$ cat src/rtl/bpdc_pkg.sv
// ----------------------------------------------------------------------------
// bpdc_pkg
// Shared types, codes and reset values for the button press classifier.
// ----------------------------------------------------------------------------
`default_nettype none

package bpdc_pkg;

	localparam int COUNTER_BITS_DEF = 16;
	localparam int LIMIT_BITS       = 16;
	localparam int CODE_BITS        = 4;
	localparam int NUM_LANES        = 3;

	// Key codes: base code of each button, plus grade minus one.
	localparam logic [CODE_BITS-1:0] CODE_NONE = 4'd0;
	localparam logic [CODE_BITS-1:0] CODE_SET  = 4'd1;
	localparam logic [CODE_BITS-1:0] CODE_UP   = 4'd4;
	localparam logic [CODE_BITS-1:0] CODE_DOWN = 4'd7;

	// Press grades reported by a lane on release.
	localparam logic [1:0] GRADE_NONE      = 2'd0;
	localparam logic [1:0] GRADE_SHORT     = 2'd1;
	localparam logic [1:0] GRADE_LONG      = 2'd2;
	localparam logic [1:0] GRADE_VERY_LONG = 2'd3;

	// Register indexes on the configuration port.
	localparam logic [1:0] REG_MIRROR    = 2'd0;
	localparam logic [1:0] REG_SHORT     = 2'd1;
	localparam logic [1:0] REG_LONG      = 2'd2;
	localparam logic [1:0] REG_VERY_LONG = 2'd3;

	localparam logic [LIMIT_BITS-1:0] SHORT_RST     = 16'd10;
	localparam logic [LIMIT_BITS-1:0] LONG_RST      = 16'd1000;
	localparam logic [LIMIT_BITS-1:0] VERY_LONG_RST = 16'd2200;

	typedef struct packed {
		logic [LIMIT_BITS-1:0] short_lim;
		logic [LIMIT_BITS-1:0] long_lim;
		logic [LIMIT_BITS-1:0] very_long_lim;
	} limits_t;

	// Per-tick control shared by all lanes.
	typedef struct packed {
		logic tick;   // accepted tick while no code is latched
		logic flush;  // accepted tick while a code is latched
	} lane_ctrl_t;

	typedef logic [NUM_LANES-1:0][1:0] grades_t;

endpackage

`default_nettype wire

$ cat src/rtl/bpdc_lane.sv
// ----------------------------------------------------------------------------
// bpdc_lane
// One button: saturating hold counter and release grading.
// ----------------------------------------------------------------------------
`default_nettype none

module bpdc_lane #(
	parameter int COUNTER_BITS = bpdc_pkg::COUNTER_BITS_DEF
) (
	input  wire                  clk,
	input  wire                  arst_n,
	input  bpdc_pkg::lane_ctrl_t ctrl,
	input  wire                  pressed,
	input  bpdc_pkg::limits_t    limits,
	output logic [1:0]           grade
);
	import bpdc_pkg::*;

	localparam int W = (COUNTER_BITS > LIMIT_BITS) ? COUNTER_BITS : LIMIT_BITS;

	logic [COUNTER_BITS-1:0] count_q;
	logic [W-1:0]            held;

	assign held = W'(count_q);

	// Grade is only meaningful on a release; a held button reports none.
	always_comb begin
		grade = GRADE_NONE;
		if (!pressed) begin
			if (held > W'(limits.very_long_lim)) begin
				grade = GRADE_VERY_LONG;
			end else if (held > W'(limits.long_lim)) begin
				grade = GRADE_LONG;
			end else if (held > W'(limits.short_lim)) begin
				grade = GRADE_SHORT;
			end
		end
	end

	always_ff @(posedge clk or negedge arst_n) begin
		if (!arst_n) begin
			count_q <= '0;
		end else if (ctrl.flush || (ctrl.tick && !pressed)) begin
			count_q <= '0;
		end else if (ctrl.tick && (count_q != '1)) begin
			count_q <= count_q + 1'b1;
		end
	end

endmodule

`default_nettype wire

$ cat src/rtl/bpdc_merge.sv
// ----------------------------------------------------------------------------
// bpdc_merge
// Combines lane grades into a latched key code and drives the result register.
// ----------------------------------------------------------------------------
`default_nettype none

module bpdc_merge (
	input  wire                                clk,
	input  wire                                arst_n,
	input  wire                                tick,
	input  wire                                read,
	input  wire                                mirror,
	input  bpdc_pkg::grades_t                  grades,
	input  wire                                out_ready,
	output logic                               out_valid,
	output logic [bpdc_pkg::CODE_BITS-1:0]     key_code,
	output logic                               code_held
);
	import bpdc_pkg::*;

	logic [CODE_BITS-1:0] latched_q;
	logic [CODE_BITS-1:0] key_code_q;
	logic                 out_valid_q;
	logic [CODE_BITS-1:0] base [NUM_LANES];
	logic [CODE_BITS-1:0] new_code;
	logic                 new_hit;

	always_comb begin
		base[0] = mirror ? CODE_DOWN : CODE_SET;
		base[1] = CODE_UP;
		base[2] = mirror ? CODE_SET : CODE_DOWN;
	end

	// Later lanes win, matching the button handling order.
	always_comb begin
		new_code = CODE_NONE;
		new_hit  = 1'b0;
		for (int i = 0; i < NUM_LANES; i++) begin
			if (grades[i] != GRADE_NONE) begin
				new_code = base[i] + CODE_BITS'(grades[i]) - 1'b1;
				new_hit  = 1'b1;
			end
		end
	end

	always_ff @(posedge clk or negedge arst_n) begin
		if (!arst_n) begin
			latched_q <= CODE_NONE;
		end else if (read) begin
			latched_q <= CODE_NONE;
		end else if (tick && new_hit) begin
			latched_q <= new_code;
		end
	end

	always_ff @(posedge clk or negedge arst_n) begin
		if (!arst_n) begin
			out_valid_q <= 1'b0;
		end else if (read) begin
			out_valid_q <= 1'b1;
		end else if (out_ready) begin
			out_valid_q <= 1'b0;
		end
	end

	always_ff @(posedge clk) begin
		if (read) begin
			key_code_q <= latched_q;
		end
	end

	assign out_valid = out_valid_q;
	assign key_code  = key_code_q;
	assign code_held = (latched_q != CODE_NONE);

endmodule

`default_nettype wire

$ cat src/rtl/button_press_duration_classifier.sv
// ----------------------------------------------------------------------------
// button_press_duration_classifier
// Grades presses of three buttons by hold time and reports a key code on read.
// ----------------------------------------------------------------------------
//
//   Channel  | Signals                                          | Direction
//   ---------+--------------------------------------------------+----------
//   input    | in_valid, in_ready, action, first/second/third_  | in
//   result   | out_valid, out_ready, key_code                   | out
//   config   | psel, penable, pwrite, paddr, pwdata, prdata,    | in/out
//            | pready                                           |
//
// A new input transfer can be taken every cycle while the result sink is
// not stalling. A read transfer yields its key code on the result port in
// the following cycle, from a single output register. Input ready drops
// only while that register holds a result that the sink is not taking, so
// a stalled sink stalls the input as soon as that register is full. Reset
// clears all hold counters, the latched code and the configuration to its
// defaults; there is no clearing pass.
//
// Three identical lanes, one per button, each keep a saturating hold
// counter and grade the hold time on release. The merge stage picks the
// last lane that graded a press, maps it to a key code (with the set and
// down roles swapped in mirror mode) and latches it. While a code is
// latched, every tick clears all counters instead of counting.
// ----------------------------------------------------------------------------
`default_nettype none

module button_press_duration_classifier #(
	parameter int COUNTER_BITS = bpdc_pkg::COUNTER_BITS_DEF
) (
	input  wire                             clk,
	input  wire                             arst_n,
	// input channel
	input  wire                             in_valid,
	output logic                            in_ready,
	input  wire                             action,
	input  wire                             first_pressed,
	input  wire                             second_pressed,
	input  wire                             third_pressed,
	// result channel
	output logic                            out_valid,
	input  wire                             out_ready,
	output logic [bpdc_pkg::CODE_BITS-1:0]  key_code,
	// configuration port
	input  wire                             psel,
	input  wire                             penable,
	input  wire                             pwrite,
	input  wire  [3:0]                      paddr,
	input  wire  [31:0]                     pwdata,
	output logic [31:0]                     prdata,
	output logic                            pready
);
	import bpdc_pkg::*;

	logic                 mirror_q;
	limits_t              limits_q;
	logic                 cfg_write;
	logic [1:0]           cfg_idx;
	logic                 in_xfer;
	logic                 read;
	logic                 code_held;
	lane_ctrl_t           ctrl;
	grades_t              grades;
	logic [NUM_LANES-1:0] pressed;

	// ---- configuration registers -------------------------------------------
	assign pready    = 1'b1;
	assign cfg_idx   = paddr[3:2];
	assign cfg_write = psel && penable && pwrite && pready;

	always_ff @(posedge clk or negedge arst_n) begin
		if (!arst_n) begin
			mirror_q                <= 1'b0;
			limits_q.short_lim      <= SHORT_RST;
			limits_q.long_lim       <= LONG_RST;
			limits_q.very_long_lim  <= VERY_LONG_RST;
		end else if (cfg_write) begin
			case (cfg_idx)
				REG_MIRROR:    mirror_q               <= pwdata[0];
				REG_SHORT:     limits_q.short_lim     <= pwdata[LIMIT_BITS-1:0];
				REG_LONG:      limits_q.long_lim      <= pwdata[LIMIT_BITS-1:0];
				REG_VERY_LONG: limits_q.very_long_lim <= pwdata[LIMIT_BITS-1:0];
				default: ;
			endcase
		end
	end

	always_comb begin
		case (cfg_idx)
			REG_MIRROR:    prdata = {31'd0, mirror_q};
			REG_SHORT:     prdata = 32'(limits_q.short_lim);
			REG_LONG:      prdata = 32'(limits_q.long_lim);
			REG_VERY_LONG: prdata = 32'(limits_q.very_long_lim);
			default:       prdata = 32'd0;
		endcase
	end

	// ---- input handshake and lane control ----------------------------------
	// Input is blocked only while a result is stalled in the output register.
	assign in_ready = !out_valid || out_ready;
	assign in_xfer  = in_valid && in_ready;
	assign read     = in_xfer && action;

	assign ctrl.tick  = in_xfer && !action && !code_held;
	assign ctrl.flush = in_xfer && !action && code_held;

	assign pressed = {third_pressed, second_pressed, first_pressed};

	// ---- per-button lanes ---------------------------------------------------
	for (genvar g = 0; g < NUM_LANES; g++) begin : g_lane
		bpdc_lane #(
			.COUNTER_BITS(COUNTER_BITS)
		) u_lane (
			.clk    (clk),
			.arst_n (arst_n),
			.ctrl   (ctrl),
			.pressed(pressed[g]),
			.limits (limits_q),
			.grade  (grades[g])
		);
	end

	// ---- merge, latched code and result register ---------------------------
	bpdc_merge u_merge (
		.clk      (clk),
		.arst_n   (arst_n),
		.tick     (ctrl.tick),
		.read     (read),
		.mirror   (mirror_q),
		.grades   (grades),
		.out_ready(out_ready),
		.out_valid(out_valid),
		.key_code (key_code),
		.code_held(code_held)
	);

endmodule

`default_nettype wire

$ cat config.mk
export PLATFORM = sky130hd
export DESIGN_NAME = button_press_duration_classifier
export DESIGN_NICKNAME = d
export VERILOG_FILES = /design/src/rtl/bpdc_pkg.sv /design/src/rtl/bpdc_lane.sv /design/src/rtl/bpdc_merge.sv /design/src/rtl/button_press_duration_classifier.sv
export SDC_FILE = /design/constraint.sdc
export NUM_CORES = 1
export LEC_CHECK = 0
export ABC_CLOCK_PERIOD_IN_PS = 5400
export BUFFER_PORTS_ARGS = -buffer_cell sky130_fd_sc_hd__buf_2
export CAP_MARGIN = 5
export CORE_MARGIN = 2
export CORE_UTILIZATION = 66
export DETAILED_ROUTE_END_ITERATION = 8
export GPL_TIMING_DRIVEN = 1
export PLACE_DENSITY = 0.87
export SYNTH_ARGS = -nofsm -noshare
export SYNTH_HDL_FRONTEND = slang
export SYNTH_HIERARCHICAL = 1
export SYNTH_SLANG_ARGS = --single-unit
$ cat constraint.sdc
create_clock -name clk -period 5.4 [get_ports clk]
set_input_delay 1.08 -clock clk [delete_from_list [all_inputs] [get_ports clk]]
set_output_delay 1.08 -clock clk [all_outputs]
set_load 0.005 [all_outputs]
==> results of run 1 <==
==> per-stage QoR <==
| step | hold WS, ns | worst slack [ns] | total power [mW] |
|---|---|---|---|
| final | 0.477 | 1.67 | 2.97 |
| after global routing | 0.507 | 1.62 | 3.15 |
| after CTS | 0.482 | 1.76 | 2.94 |
| after detailed placement | 0.459 | 1.77 | 2.22 |
| after global placement | 0.464 | 1.81 | 2.16 |
| after floorplan | 0.438 | 1.78 | 1.83 |
==> path summary, 6_finish.rpt <==
kind	startpoint	to	slack (ns)	cells past startpoint
max	paddr[2]	prdata[1]	1.67	5
min	u_merge/latched_q[2]	u_merge/key_code[2]	0.48	0
max reg2reg	limits_q[30]	u_merge/latched_q[1]	2.24	12
min reg2reg	u_merge/latched_q[2]	u_merge/key_code[2]	0.48	0
max in group asynchronous	arst_n	g_lane[1].u_lane/count_q[4]	3.54	2
min in group asynchronous	arst_n	limits_q[42]	0.80	1
==> sequential cells by signal, indices dropped and copies added (netlist names) <==
name and cells:
g_lane.u_lane/count_q 48, limits_q 48, u_merge/key_code 4, u_merge/latched_q 4, mirror_q 1, u_merge/out_valid 1
==> where the power goes <==
| part | total, mW | internal, mW | switching (mW) |
|---|---|---|---|
| Clock | 0.709 | 0.374 | 0.335 |
| Combinational | 1.02 | 0.460 | 0.561 |
| Sequential | 1.24 | 0.935 | 0.301 |
==> layout make-up <==
cell class | count | area [um^2] | share of cell area (%)
Timing Repair Buffer | 53 | 275 | 2.84
Inverter | 157 | 589 | 6.07
Multi-Input combinational cell | 688 | 5620 | 57.8
Sequential cell | 106 | 2690 | 27.7
Tap cell | 176 | 220 | 2.27
Clock buffer | 9 | 225 | 2.32
Clock inverter | 7 | 95.1 | 0.980
==> synth_stat cells, drive strengths merged, types with 3 or more instances <==
cell type / count
o21a: 4
a21oi: 78
edfxtp: 4
a41oi: 5
xor2: 30
dfrtp: 90
a221o: 3
inv: 157
nor2: 56
clkbuf: 5
mux2: 64
nand3b: 4
buf: 26
nor4: 9
a21o: 16
ha: 151
o211ai: 4
and4: 9
nand2b: 3
a31oi: 7
mux2i: 4
and2: 9
nor2b: 5
a221oi: 3
nand4: 37
a22o: 15
and3: 6
o21ai: 13
nand3: 42
a22oi: 3
a21boi: 3
dfstp: 12
nor3: 8
o2bb2ai: 3
o31ai: 6
a211oi: 6
xnor2: 6
nand2: 47
==> logic make-up (layout without fill, tap and decap cells) <==
family,count (synthesis),after routing
AO/OA/AOI/OAI,175,175
flip-flops,106,106
multiplexers,69,69
adder cells (fa/ha/maj),151,151
buffers and inverters,188,226
other,2,17
AND/OR/NAND/NOR,240,240
XOR/XNOR,36,36
==> per-layer routing <==
layer  vias up  global-route usage [%]  share of wire (%)
met3        89                    6.30                8.0
met4         0                    16.7                5.1
met2       347                    55.9                 46
met5         -                       0                  0
li1       3501                       -                  -
met1      3602                    46.1                 41
==> worst max-delay path, delay by kind of cell <==
family          cells  cell delay (ns)
compound gates      1             0.20
simple gates        1             0.57
buf+inv             3             0.80
==> summary.md, run 1 <==
| Metric | Value |
|---|---|
| Crit path capture type | `output port` |
| Hold buffers post-CTS | `0` |
| First-pass GRT wire length | `38.9 mm` |
| Cts bufs inserted | `9` |
| XOR/XNOR Fraction of Synth Area | `3.48%` |
| Synthesized-area fraction occupied by adder cells | `20.9%` |
| Top post-synthesis cells by area | `dfrtp_1 25%, ha_1 21%, mux2_2 6.7%, inv_1 6.5%, a21oi_1 4.0%` |
| Total GRT Usage | `35.0%` |
| Synth top area share | `24.9%` |
| GRT overflow | `0` |
| CTS tree | `done` |
| Largest family of logic cells by synthesized area | `adder cells` |
| Worst Path Required | `4.32 ns` |
| Register area share after synthesis | `29.7%` |
| Setup_tns | `0 ns` |
| Post-synthesis simple-gate area fraction | `14.0%` |
| Syn. warnings | `6` |
| Area grow syn2layout | `7.18%` |
| Final Non-Filler Cells | `1,196` |
| Worst path max stage delay | `0.57 ns` |
| Worst Tran Pin Value | `0.861 ns` |
| Peak VDD IR | `0.317 mV` |
| Filler Cells Inserted | `970` |
| Full die area | `14,700 um^2` |
| Via count | `7,539` |
| Pins over their slew limit | `0` |
| Highest-delay cell along the critical path | `nor2b_1` |
| Die Ht | `121 um` |
| RSZ-0062 raised after global routing | `false` |
| Antenna-violating nets left | `0` |
| Fin util | `72.7%` |
| Startpoint types | `input port` |
| Routability cong. | `0.973` |
| Post-Synthesis Cells | `967` |
| Post CTS Setup Buffer Count | `0` |
| Top Ports | `86` |
| Critical path cell sequence | `buf_2, nor2b_1, buf_4, a22o_1, buf_2` |
| Flops & latches, synth | `106` |
| Total wire length | `24.5 mm` |
| ANT cells | `0` |
| Drt first pass iters | `5` |
| Vias in the first global route | `7,419` |
| Clk_skew | `0.0105 ns` |
| Pwr dens | `305 nW/um^2` |
| Clk buf depth | `2` |
| Most common cell after layout, fill and taps aside | `inv_1` |
| Synth Area per Inst | `9.37 um^2` |
| CTS Root Cell | `clkbuf_16` |
| Mux contribution to synthesized area | `9.06%` |
| Pin count of the biggest net entering global routing | `68` |
| Worst Path Max Fanout | `20` |
| Tmin final | `3.73 ns` |
| Max Cap Viol | `0` |
| Status | `complete, no violations` |
| Cell mode on critical path | `buf_2` |
| Final Hold Fails | `0` |
| Final HPWL DP | `17.8 mm` |
| Worst-Skew Late Latency | `0.37 ns` |
| # nets final | `1,213` |
| Slew headroom | `42.5%` |
| Row count | `42` |
| Post-synth ARST share | `96.2%` |
| Static Leak | `5.06 nW` |
| Die Width | `121 um` |
| Placed Instances | `1,180` |
| Final period utilization | `69.0%` |
| Layout cell share with drive strength beyond 1 | `17.5%` |
| Initial DRC Count | `689` |
| Post-Syn Area | `9060 um^2` |
| Port Buf Inserts | `50` |
| WL per Instance | `20.5 um` |
| Yosys top cell by area | `dfrtp_1` |
| Fmax | `268 MHz` |
| Critical path class | `input port to output port` |
| H-Tree Depth | `3` |
| Yosys cell types | `66` |
| Initial antenna violation count | `0` |
| CTS clk-pin slew, worst paths | `0.07 ns` |
| Most frequent cells in the layout | `157 x inv_1, 151 x ha_1, 90 x dfrtp_1` |
| Fin area | `9710 um^2` |
| Crit path arrival time | `2.65 ns` |
| Leading register cell type out of synthesis | `dfrtp_1` |
| Vias/cell | `6.30` |
| Setup-failing EPs final | `0` |
| Post-CTS Resized | `0` |
| Number of remaining DRC errors | `0` |
| Initial Utilization | `67.9%` |
| Synth Area in Compound Gates | `13.8%` |
| Post-synth EDFFs | `4` |
| Post-DP Area | `9390 um^2` |
| Core area | `13,300 um^2` |
| Min-delay worst type | `flop to flop` |
| Clock Sinks | `106` |
(Power assumes the default switching activity.)
==> run 2: changes to the inputs <==
ABC_CLOCK_PERIOD_IN_PS = 3100   (was 5400)
CORE_UTILIZATION = 55   (was 66)
PLACE_DENSITY = 0.78   (was 0.87)
clock period = 3.1 ns   (was 5.4 ns; I/O delays follow)
==> summary.md, run 2 (same netlist as run 1, synthesis figures left out) <==
| Metric | Value |
|---|---|
| Status | `complete, no violations` |
| Die Ht | `132 um` |
| Worst-Skew Late Latency | `0.37 ns` |
| Hold buffers post-CTS | `0` |
| Crit path capture type | `flop` |
| Reg2reg path depth | `10` |
| Crit path arrival time | `3.25 ns` |
| Final HPWL DP | `18.3 mm` |
| Max Cap Viol | `0` |
| First-pass GRT wire length | `38.0 mm` |
| Fin util | `62.1%` |
| GRT overflow | `0` |
| Number of remaining DRC errors | `0` |
| Clk buf depth | `2` |
| Die Width | `132 um` |
| Fmax | `340 MHz` |
| Slew headroom | `53.8%` |
| Reg area | `2690 um^2` |
| Tmin final | `2.95 ns` |
| Pwr dens | `513 nW/um^2` |
| Antenna-violating nets left | `0` |
| Clock Sinks | `106` |
| RSZ-0062 raised after global routing | `false` |
| Row count | `46` |
| Cts bufs inserted | `9` |
| Setup-failing EPs final | `0` |
| Worst hold slack | `0.221 ns` |
| Pins over their slew limit | `0` |
| CTS Root Cell | `clkbuf_16` |
| Filler Cells Inserted | `1,371` |
| Min-delay worst type | `input port to async pin` |
| Static Leak | `5.17 nW` |
| Power Total | `5.10 mW` |
| Worst Path Required | `3.41 ns` |
| R2r setup slk | `0.15 ns` |
| Final Non-Filler Cells | `1,259` |
| Most common cell after layout, fill and taps aside | `inv_1` |
| ANT cells | `0` |
| Vias/cell | `5.96` |
| Drt first pass iters | `5` |
| Peak VDD IR | `0.422 mV` |
| Bufs and invs on worst path | `1` |
| Total GRT Usage | `27.9%` |
| Vias in the first global route | `7,118` |
| Worst Tran Pin Value | `0.692 ns` |
| Area of the multi-input gates | `5630 um^2` |
| Port Buf Inserts | `50` |
| Full die area | `17,500 um^2` |
| Startpoint types | `flop` |
| Layout cell share with drive strength beyond 1 | `19.9%` |
| Placed Instances | `1,243` |
| CTS tree | `done` |
| Initial antenna violation count | `0` |
| Critical path class | `flop to flop` |
| Top Ports | `86` |
| # nets final | `1,236` |
| Largest regs | `g_lane.u_lane/count_q: 48 flops, limits_q: 48 flops` |
| Via count | `7,507` |
| Initial DRC Count | `587` |
| Worst r2r src | `limits_q[25]` |
| Clk_skew | `0.0117 ns` |
| WL per Instance | `19.0 um` |
| Area grow syn2layout | `9.70%` |
| Worst path max stage delay | `0.62 ns` |
| Initial Utilization | `56.6%` |
| H-Tree Depth | `3` |
| Worst Path Max Fanout | `6` |
| Final period utilization | `95.0%` |
| Post CTS Setup Buffer Count | `0` |
| Cell family with most CP delay | `compound AO/OA/AOI/OAI gates` |
| Most frequent cells in the layout | `157 x inv_1, 151 x ha_1, 85 x dfrtp_1` |
| Core area | `16,000 um^2` |
| Pin count of the biggest net entering global routing | `64` |
| Routability cong. | `0.945` |
| Highest-delay cell along the critical path | `dfstp_2` |
| CTS clk-pin slew, worst paths | `0.08 ns` |
| Reg-to-reg critical path endpoint | `u_merge/latched_q[3]` |
| Final Hold Fails | `0` |
| Critical path cell sequence | `inv_1, ha_1, nand4_1, nor2_1, a221oi_1, a22oi_1, o2bb2ai_1, nor3_2, a311o_1, a21oi_2` |
| Total wire length | `23.9 mm` |
| Setup_tns | `0 ns` |
## run 2: cell types whose count changed in the layout (fill, tap and decap cells not counted), sizes merged
cell,delta
clkinvlp,+1
buf,+23
bufinv,-1
## run 2: timing repair
item	4_1_cts	5_1_grt
endpoints found under the setup margin	0	1
gates resized for setup	0	7
hold endpoints to repair	0	0
## run 2: power by group
| group | leakage [nW] | internal, mW | switching [mW] |
|---|---|---|---|
| Sequential | 1.34 | 1.63 | 0.446 |
| Clock | 0.143 | 0.566 | 0.582 |
| Combinational | 3.69 | 0.840 | 1.03 |
## run 2: through the flow
stage	cell area [um^2]	worst slack, ns
2_1_floorplan	9120	0.398
3_3_place_gp	9620	0.167
3_5_place_dp	9620	0.134
4_1_cts	9920	0.106
5_1_grt	9940	0.0257
6_report	9940	0.155
## run 2: how the worst max path moves through the flow
stage	start	cells after the start	endpoint
final	limits_q[25]	10	u_merge/latched_q[3]
after global routing	limits_q[30]	12	u_merge/latched_q[1]
after CTS	limits_q[25]	12	u_merge/latched_q[1]
after detailed placement	limits_q[25]	12	u_merge/latched_q[1]
after global placement	limits_q[25]	12	u_merge/latched_q[1]
after floorplan	limits_q[25]	12	u_merge/latched_q[1]
## run 2: final cells by class
cell class / instances / area share [%]
clock inverters: 7 / 0.693
well taps: 216 / 2.72
flip-flops and latches: 106 / 27.1
inverters: 157 / 5.93
clock buffers: 9 / 2.27
repair buffers: 76 / 4.63
multi-input cells: 688 / 56.6
## run 2: layer usage
| metal | vias to the layer above | global-route usage, % | part of all wire [%] | routed length (um) |
|---|---|---|---|---|
| met5 | - | 0 | 0 | 0 |
| met1 | 3607 | 38.5 | 44 | 10400 |
| met3 | 83 | 3.50 | 6.8 | 1630 |
| met4 | 0 | 14.2 | 5.0 | 1200 |
| li1 | 3535 | - | - | - |
| met2 | 282 | 43.2 | 45 | 10600 |
## run 2: worst reg2reg max path, stage by stage (launching register included)
cell,delay [ns]
dfstp_2,0.62
inv_1,0.06
ha_1,0.31
nand4_1,0.16
nor2_1,0.07
a221oi_1,0.30
a22oi_1,0.14
o2bb2ai_1,0.59
nor3_2,0.15
a311o_1,0.39
a21oi_2,0.09
==> run 3: changes to the inputs <==
CORE_UTILIZATION = 50   (was 55)
PLACE_DENSITY = 0.73   (was 0.78)
==> summary.md, run 3 (same netlist as run 1, synthesis figures left out) <==
| Metric | Value |
|---|---|
| Status | `complete, no violations` |
| Highest-delay cell along the critical path | `dfstp_2` |
| Min-delay worst type | `input port to async pin` |
| Clk_skew | `0.00938 ns` |
| Cell mode on critical path | `a21oi_1` |
| GRT overflow | `0` |
| Worst hold slack | `0.309 ns` |
| Worst r2r src | `limits_q[11]` |
| ANT cells | `0` |
| Placed Instances | `1,254` |
| Tmin final | `2.89 ns` |
| Die Ht | `139 um` |
| Clk buf depth | `2` |
| CTS tree | `done` |
| Initial DRC Count | `466` |
| Most common cell after layout, fill and taps aside | `inv_1` |
| Largest regs | `g_lane.u_lane/count_q: 48 flops, limits_q: 48 flops` |
| Pin count of the biggest net entering global routing | `58` |
| Worst path max stage delay | `0.64 ns` |
| Post-DP Area | `9630 um^2` |
| Layout cell share with drive strength beyond 1 | `19.8%` |
| Pins over their slew limit | `0` |
| Post CTS Setup Buffer Count | `0` |
| Setup-failing EPs final | `0` |
| Fmax | `346 MHz` |
| Initial antenna violation count | `0` |
| Antenna-violating nets left | `0` |
| Worst Tran Pin Value | `0.760 ns` |
| Total GRT Usage | `25.8%` |
| Row count | `49` |
| CTS clk-pin slew, worst paths | `0.08 ns` |
| R2r setup slk | `0.21 ns` |
| Peak VDD IR | `0.385 mV` |
| Critical path class | `flop to flop` |
| Top Ports | `86` |
| Bufs and invs on worst path | `2` |
| Cell family with most CP delay | `compound AO/OA/AOI/OAI gates` |
| Port Buf Inserts | `50` |
| # nets final | `1,234` |
| Setup_tns | `0 ns` |
| Filler Cells Inserted | `1,551` |
| Worst-Skew Late Latency | `0.36 ns` |
| Most frequent cells in the layout | `157 x inv_1, 151 x ha_1, 85 x dfrtp_1` |
| Worst Path Required | `3.35 ns` |
| Critical path cell sequence | `inv_1, ha_1, a21oi_1, a21oi_1, a211oi_1, a21oi_1, o21a_1, buf_4, ha_1, o21a_2, a31oi_1, a21oi_2` |
| Final period utilization | `93.3%` |
| Core area | `17,800 um^2` |
| Crit path capture type | `flop` |
| Crit path arrival time | `3.14 ns` |
| Area grow syn2layout | `9.97%` |
| Via count | `7,384` |
| Die Width | `139 um` |
| Fin area | `9960 um^2` |
| Vias in the first global route | `7,122` |
| Power Total | `5.15 mW` |
| Full die area | `19,200 um^2` |
| Reg2reg path depth | `12` |
| Max Cap Viol | `0` |
| Static Leak | `5.17 nW` |
| Launch point of the worst path | `limits_q[11]` |
| WL per Instance | `19.2 um` |
| Pwr dens | `517 nW/um^2` |
| Final HPWL DP | `18.6 mm` |
| Reg-to-reg critical path endpoint | `u_merge/latched_q[3]` |
| Initial Utilization | `50.8%` |
| Total wire length | `24.4 mm` |
| Number of remaining DRC errors | `0` |
| Cts bufs inserted | `9` |
| Startpoint types | `flop` |
| H-Tree Depth | `3` |
| Routability cong. | `1.06` |
| Hold buffers post-CTS | `0` |
| Clock Sinks | `106` |
| Vias/cell | `5.81` |
| Final Non-Filler Cells | `1,270` |
| Final Hold Fails | `0` |
| Slew headroom | `49.3%` |
| CTS Root Cell | `clkbuf_16` |
| Worst Path Max Fanout | `7` |
| Post-CTS Resized | `0` |
| Drt first pass iters | `5` |
| First-pass GRT wire length | `38.8 mm` |
==> run 3: layer usage <==
metal	GRT usage [%]	vias up	routed length, um
li1	-	3544	-
met1	35.2	3584	10900
met2	40.9	205	10900
met3	5.35	51	1630
met4	9.08	0	856
met5	0	-	0
==> run 3: stage by stage <==
step,worst slack (ns),util [%]
floorplan,0.398,-
global placement,0.124,54.0
detailed placement,0.0586,54.0
CTS,0.0377,55.7
global route,-0.00730,55.8
finish,0.208,55.8
==> run 3: worst max path at each step <==
stage	endpoint	cells past startpoint
6_report	u_merge/latched_q[3]	12
4_1_cts	u_merge/latched_q[1]	12
3_5_place_dp	u_merge/latched_q[1]	12
2_1_floorplan	u_merge/latched_q[1]	12
3_3_place_gp	u_merge/latched_q[1]	12
5_1_grt	u_merge/latched_q[1]	11
==> run 3: worst register-to-register path: stages (launching register included) <==
cell and delay (ns):
dfstp_2 0.64, inv_1 0.09, ha_1 0.33, a21oi_1 0.17
a21oi_1 0.10, a211oi_1 0.28, a21oi_1 0.15, o21a_1 0.26
buf_4 0.19, ha_1 0.20, o21a_2 0.12, a31oi_1 0.18
a21oi_2 0.08
==> run 3: power breakdown <==
| part | switching (mW) | internal [mW] | total, mW |
|---|---|---|---|
| sequential | 0.451 | 1.63 | 2.08 |
| clock | 0.558 | 0.632 | 1.19 |
| combinational | 1.03 | 0.842 | 1.88 |
| total | 2.04 | 3.11 | 5.15 |
==> run 3: layout make-up <==
type                            instances  area [um^2]  area share (%)
Sequential cell                       106         2690            27.0
Timing Repair Buffer                   74          445            4.47
Multi-Input combinational cell        688         5640            56.6
Tap cell                              229          287            2.88
Clock inverter                          4         37.5           0.377
Clock buffer                           12          268            2.69
Inverter                              157          589            5.92
